## src/rtl/core/pumlc_pkg.sv

```systemverilog
// Shared types and constants of the per-user memory limit checker.
// No dependencies.
package pumlc_pkg;
    localparam int LIM_N      = 16;
    localparam int LIM_IW     = 4;
    localparam int LIM_CW     = 5;
    localparam int ACC_N      = 32;
    localparam int ACC_IW     = 5;
    localparam int ACC_CW     = 6;
    localparam int PAGE_SHIFT = 12;

    localparam logic [1:0] OP_SET   = 2'd0;
    localparam logic [1:0] OP_CLR   = 2'd1;
    localparam logic [1:0] OP_ACCT  = 2'd2;
    localparam logic [1:0] OP_CHECK = 2'd3;

    localparam logic [1:0] ST_OK       = 2'd0;
    localparam logic [1:0] ST_LIM_FULL = 2'd1;
    localparam logic [1:0] ST_ACC_FULL = 2'd2;
    localparam logic [1:0] ST_NO_USERS = 2'd3;

    typedef struct packed {
        logic [1:0]  op;
        logic [31:0] user_id;
        logic [63:0] limit_value;
        logic [35:0] rss_pages;
        logic [21:0] task_id;
    } req_t;

    typedef struct packed {
        logic [1:0]  status;
        logic [31:0] out_user;
        logic [63:0] total_bytes;
        logic [63:0] user_limit;
        logic [63:0] largest_bytes;
        logic [21:0] largest_task;
        logic        kill;
        logic        last;
    } rsp_t;

    typedef struct packed {
        logic valid;
        logic found;
        logic added;
    } tok_t;
endpackage

```

## src/rtl/core/pumlc_acct_cell.sv

```systemverilog
// One entry of the accounting table chain; passes the search token onward.
// Depends on pumlc_pkg.
module pumlc_acct_cell (
    input  logic                        clk,
    input  logic                        rst_n,
    input  logic [pumlc_pkg::ACC_IW-1:0] idx,
    input  logic [pumlc_pkg::ACC_CW-1:0] count,
    input  logic [31:0]                 user,
    input  logic [63:0]                 cost,
    input  logic [21:0]                 task_id,
    input  pumlc_pkg::tok_t             tok_in,
    output pumlc_pkg::tok_t             tok_out,
    output logic [31:0]                 id,
    output logic [63:0]                 total,
    output logic [63:0]                 largest,
    output logic [21:0]                 big_task
);
    import pumlc_pkg::*;

    logic [31:0] id_reg;
    logic [63:0] total_reg;
    logic [63:0] big_reg;
    logic [21:0] task_reg;
    tok_t        tok_reg;
    tok_t        tok_next;
    logic        occ;
    logic        hit;
    logic        app;
    logic [64:0] sum;
    logic [63:0] sat;

    assign occ = {1'b0, idx} < count;
    assign hit = tok_in.valid && !tok_in.found && occ && (id_reg == user);
    assign app = tok_in.valid && !tok_in.found && ({1'b0, idx} == count);
    assign sum = {1'b0, total_reg} + {1'b0, cost};
    assign sat = sum[64] ? '1 : sum[63:0];

    always_comb
    begin
        tok_next.valid = tok_in.valid;
        tok_next.found = tok_in.found | hit | app;
        tok_next.added = tok_in.added | app;
    end

    always_ff @(posedge clk or negedge rst_n)
    begin
        if (!rst_n)
            tok_reg <= '0;
        else
            tok_reg <= tok_next;
    end

    always_ff @(posedge clk)
    begin
        if (app)
        begin
            id_reg    <= user;
            total_reg <= cost;
            big_reg   <= cost;
            task_reg  <= task_id;
        end
        else if (hit)
        begin
            total_reg <= sat;
            if (cost > big_reg)
            begin
                big_reg  <= cost;
                task_reg <= task_id;
            end
        end
    end

    assign tok_out  = tok_reg;
    assign id       = id_reg;
    assign total    = total_reg;
    assign largest  = big_reg;
    assign big_task = task_reg;
endmodule

```

## config.mk

```make
export PLATFORM = sky130hd
export DESIGN_NAME = pumlc_acct_cell
export DESIGN_NICKNAME = d
export VERILOG_FILES = /design/src/rtl/core/pumlc_pkg.sv /design/src/rtl/core/pumlc_acct_cell.sv
export SDC_FILE = /design/constraint.sdc
export NUM_CORES = 1
export LEC_CHECK = 0
export BUFFER_PORTS_ARGS = -buffer_cell sky130_fd_sc_hd__clkbuf_2
export CAP_MARGIN = 20
export CORE_ASPECT_RATIO = 1.25
export CORE_MARGIN = 2
export CORE_UTILIZATION = 30
export DETAILED_ROUTE_END_ITERATION = 8
export SYNTH_ARGS = -nofsm -noshare
export SYNTH_HDL_FRONTEND = slang
export SYNTH_SLANG_ARGS = --single-unit
```

## constraint.sdc

```tcl
create_clock -name clk -period 6.1 [get_ports clk]
set_clock_uncertainty 0.1 [all_clocks]
set_input_delay 0.305 -clock clk [delete_from_list [all_inputs] [get_ports clk]]
set_output_delay 0.305 -clock clk [all_outputs]
set_load 0.005 [all_outputs]
```

# ---- Word-level counts from Yosys, hierarchy flattened
# Cells that the tools add are included.
dict set report word_totals {
  regBits 185
  word_cells 32
  latchBits 0
  ram_bits 0
  rom_bits 0
  input_bits 134
  mem_count 0
  output_inout_bits 185
}
dict set report classes {
  n_addsub 1
  order_cmp 2
  n_bitwise 3
  multipliers 0
  n_mux 9
  n_eq_ne 2
  n_reduce_logical 8
  n_div 0
  n_shift 0
}
# operator count
set ops {}
lappend ops {{64-bit two-way mux} 6}
lappend ops {{22-bit two-way mux} 3}
lappend ops {{64-bit by 64-bit adder with 65-bit output} 1}
lappend ops {{64-bit greater-than comparator} 1}
lappend ops {{32-bit equality test} 1}
lappend ops {{5-bit by 6-bit equality test with 1-bit output} 1}
lappend ops {{5-bit by 6-bit less-than comparator with 1-bit output} 1}
lappend ops {{1-bit logical AND} 4}
lappend ops {{2-bit nonzero test} 2}
lappend ops {{1-bit bitwise OR} 3}
lappend ops {{2-bit AND reduction} 1}
lappend ops {{1-bit zero test} 1}

# ---- Longest topological paths before layout
dict set report logic_depth {
  depth_word 6
  depth_mapped 15
  ltp_nobuf 13
}

# ---- Worst setup path before layout
# Ideal clock, no wire load.
dict set report synth_timing {
  path_kind {input-to-reg}
  startpoint {input port count[4] (netlist name)}
  endpoint {register task_reg[0] (netlist: big_task[0]) (enable)}
  path_stages 8
  path_buffers 0
  required_ns 5.441
  t_arrival_ns 5.994
  slack_ns -0.553
  setup_time_ns 0.559
  cell_sequence {inv_1 ha_1 inv_1 nor3_1 nand4_1 inv_1 a21oi_1 a21oi_1}
}
dict set report synth_via {
  word_cells_on_any_way 8
  cone_classes {order compare (1); eq/ne (1); reduce/logical (6)}
}
# element line_no
set synth_lines {}
lappend synth_lines {{from (decl)} pumlc_acct_cell.sv:7} ;# input logic [pumlc_pkg::ACC_CW-1:0] count,
lappend synth_lines {{5-bit by 6-bit equality test with 1-bit output *} pumlc_acct_cell.sv:34} ;# assign app = tok_in.valid && !tok_in.found && ({1'b0, idx} == count);
lappend synth_lines {{1-bit logical AND *} pumlc_acct_cell.sv:34}
lappend synth_lines {{via app} pumlc_acct_cell.sv:28} ;# logic app;
lappend synth_lines {{2-bit nonzero test (no line)} -}
lappend synth_lines {{2-bit AND reduction (no line) *} -}
lappend synth_lines {{to (signal assigned)} pumlc_acct_cell.sv:60} ;# task_reg <= task_id;
lappend synth_lines {{to (signal assigned)} pumlc_acct_cell.sv:68} ;# task_reg <= task_id;
lappend synth_lines {{to (decl)} pumlc_acct_cell.sv:23} ;# logic [21:0] task_reg;
# The timed path passes the listed nets; every way through them passes the cells marked *.
# A chain may end at the register's enable or synchronous reset.

# ---- Worst setup path in the final report
dict set report layout_timing {
  startpoint {input port cost[0]}
  endpoint {register total_reg[13] (netlist: total[13]), data pin}
}
dict set report layout_via {
  elab_chain_len 4
}
# element line_no
set layout_rtl {}
lappend layout_rtl {{from (decl)} pumlc_acct_cell.sv:9} ;# input logic [63:0] cost,
lappend layout_rtl {{64-bit by 64-bit adder with 65-bit output} pumlc_acct_cell.sv:35} ;# assign sum = {1'b0, total_reg} + {1'b0, cost};
lappend layout_rtl {{64-bit two-way mux} pumlc_acct_cell.sv:36} ;# assign sat = sum[64] ? '1 : sum[63:0];
lappend layout_rtl {{64-bit two-way mux} pumlc_acct_cell.sv:62} ;# else if (hit)
lappend layout_rtl {{64-bit two-way mux} pumlc_acct_cell.sv:55} ;# if (app)
lappend layout_rtl {{to (signal assigned)} pumlc_acct_cell.sv:58} ;# total_reg <= cost;
lappend layout_rtl {{to (signal assigned)} pumlc_acct_cell.sv:64} ;# total_reg <= sat;
lappend layout_rtl {{to (decl)} pumlc_acct_cell.sv:21} ;# logic [63:0] total_reg;
# No other way between the ends. The select of a mux whose other input is x is not followed.

==> flow_summary.yaml <==
outcome:
  outcome: "finished, final reports clean"
sta:
  slew_violations: 0
  fin_hold_ws_ns: 0.0132
  timing_hold_violations_final: 0
  setup_viol: 0
  fmaxAchievable_mhz: 211
  rsz0062_at_grt: "false"
  finalCritPeriodShare: 0.776
  setup_tns_ns: 0
  relSlewSlack: 0.445
  post-route-min-period_ns: 4.73
  tightest_slew_ns: 0.833
final_layout:
  area_growth_pct: 32.3
  fin_nets: 1835
  layout_commonest_cell: "clkbuf_2"
  drive_gt1_frac: 0.239
  diodes: 0
  layout_common_cells: "clkbuf_2, edfxtp_1, a21oi_1"
yosys:
  synthXorXnorAreaFrac: 0.0675
  synthAdderAreaFrac: 0.141
  yosysSeqAreaShare: 0.464
  synth_compound_area_frac: 0.176
  synth_top_family_by_area: "compound AO/OA/AOI/OAI gates"
  syn_area_um2: 11900
  yosys.area_share.simple: 0.111
  ys_seq_elements: 185
  synth_edf_count: 182
  synth-main-ff-cell: "edfxtp_1"
  synth_cell_type_count: 59
  synth_nets: 1408
  yosysWarningCount: 0
  synthCells: 1140
  synth.area.mux_share: 0
  avgSynthCellArea_um2: 10.5
  async_flop_share: 0.0162
global_routing:
  grt-ovfl-total: 0
  grt_max_degree: 67
  grtUsageTotal: 0.175
  grt_pass1_wl_mm: 56.4
  grt_antenna_before_repair: 0
  grt_pass1_vias: 10500
min_path:
  min_delay_path_depth: 1
  hp-start: "cost[48]"
  hold_path_end: "largest[48]"
  hp-class: "input port to flip-flop"
worst_setup_path:
  r2r-end: "total[13]"
  critPathMaxFanout: 32
  cp_slowest_cell: "dlygate4sd3_1"
  max_stage_delay_ns: 0.55
  start_kind: "input port"
  rr_worst_depth: 14
  cp.required_ns: 6.19
  timing.rr.start: "total[0]"
  crit_start: "cost[0]"
  critPathArrivalTime_ns: 4.83
  crit_chain: "dlygate4sd3_1, clkbuf_2, ha_1, fa_1, a21oi_1, o211ai_1, a221oi_2, nor2_1, a21oi_2, nor4_1, a31o_4, o21ai_2, nor2_1, o21bai_4, buf_4, a21oi_1"
  setup.worst_path.class: "input port to flip-flop"
  end_kind: "flip-flop"
  r2r_slack_ns: 1.50
cts:
  clock_latency_ns: 0.47
  cts_buffer_depth: 2
  post_cts_buffers: 0
  h-tree-depth: 4
  cts-root-buf: "clkbuf_16"
  cts_buffers: 17
  cts_tree: "done"
  cts.clk_slew.worst_paths_ns: 0.07
  cts_num_sinks: 185
route:
  drcViolationCount: 0
  ant_nets: 0
  drtPass1Iterations: 5
  via_per_inst: 5.00
  vias: 10400
  wl_per_cell_um: 17.6
  finalWirelength_mm: 36.7
  drtIter0Drc: 744
pwr:
  power_switching_w: 0.000797
  p_comb_frac: 0.159
  swShare: 0.265
  ir_worst_vdd_v: 0.000186
  p_int_w: 0.00221
  p_per_area_nw_per_um2: 191
  seq_power_share: 0.469
  clkPwrFrac: 0.372
  p_leak_nw: 6.97
floorplanning:
  rows: 81
  io_pins: 319
  die_x_um: 182
  die-height_um: 227
  start_util: 0.304
  coreArea_um2: 39200
  dieArea_um2: 41400
placed_design:
  hpwl_mm: 27.8
  portBuffers: 318
  place.gp.congestion: 0.931
job:
  cap_violations: 0
[cell usage after synthesis (all sizes together), types with 5 or more instances]
cell / n / area, um^2
nor3: 24 / 125
a21oi: 161 / 825
o22a: 5 / 43.8
nor4: 14 / 87.6
ha: 133 / 1660
edfxtp: 182 / 5470
nor2b: 11 / 68.8
o31ai: 5 / 37.5
o21a: 5 / 37.5
buf: 11 / 80.1
o21ai: 42 / 214
o21bai: 17 / 131
nand3: 12 / 60.1
nor2: 99 / 372
xor2: 57 / 499
xnor2: 35 / 307
clkbuf: 22 / 82.6
a21o: 54 / 405
nand2: 63 / 236
a211oi: 5 / 37.5
nand2b: 8 / 50.1
inv: 85 / 319
nand4: 38 / 238
[per-layer routing]
layer / wire length (um) / vias to the layer above / share of wire / global-route usage
met5: 0 / - / 0 / 0
met4: 986 / 0 / 0.027 / 0.0721
met3: 1780 / 53 / 0.049 / 0.0309
met2: 18700 / 316 / 0.51 / 0.314
met1: 15200 / 4943 / 0.41 / 0.208
li1: - / 5077 / - / -
[power groups by stage]
stage	clock [W]	combinational, W	sequential (W)
2_1_floorplan	0	0.000266	0.00144
3_3_place_gp	0	0.000407	0.00144
3_5_place_dp	0	0.000413	0.00144
4_1_cts	0.00115	0.000476	0.00141
5_1_grt	0.00119	0.000530	0.00141
6_report	0.00112	0.000477	0.00141
[per-stage QoR]
step	total power [W]	worst slack [ns]	std cells	cell area (um^2)	utilization
4_1_cts	0.00304	1.36	2078	15800	0.402
6_report	0.00301	1.37	2078	15800	0.402
3_3_place_gp	0.00185	1.52	1929	14100	0.358
3_5_place_dp	0.00185	1.43	1929	14100	0.358
2_1_floorplan	0.00171	1.28	1140	11900	-
5_1_grt	0.00313	1.07	2078	15800	0.402
[cell families (layout without fill, tap and decap cells)]
kind of cell / count (synthesis) / count (layout)
buffers and inverters: 118 / 558
adders and majority gates: 134 / 134
DFF: 185 / 185
AOI/OAI and AO/OA: 329 / 329
and+or+nand+nor: 282 / 282
xor gates and xnor gates: 92 / 92
[worst max-delay path: cells and delay by family]
kind | cells | cell delay, ns
and+or+nand+nor | 3 | 0.39
adders and majority gates | 2 | 0.63
buffers and inverters | 3 | 1.21
AOI/OAI and AO/OA | 8 | 2.26
[layout make-up]
| type | count | area, um^2 |
|---|---|---|
| Timing Repair Buffer | 441 | 2810 |
| Inverter | 85 | 319 |
| Clock buffer | 21 | 450 |
| Multi-Input combinational cell | 837 | 5930 |
| Sequential cell | 185 | 5540 |
| Clock inverter | 11 | 113 |
| Tap cell | 498 | 623 |
| Fill cell | 3793 | 23400 |
[worst max-delay path by stage]
stage                              to  slack [ns]  cells past startpoint
after floorplan           big_task[0]        1.28                     13
after global placement      total[49]        1.52                     15
after detailed placement    total[13]        1.43                     15
after CTS                   total[13]        1.36                     16
after global routing        total[49]        1.07                     16
final                       total[13]        1.37                     16
[timing repair]
action | CTS | global route
resized for setup | 0 | 0
hold endpoints to repair | 119 | 0
hold buffers | 117 | 0
Power figures use the tool's default switching activity.
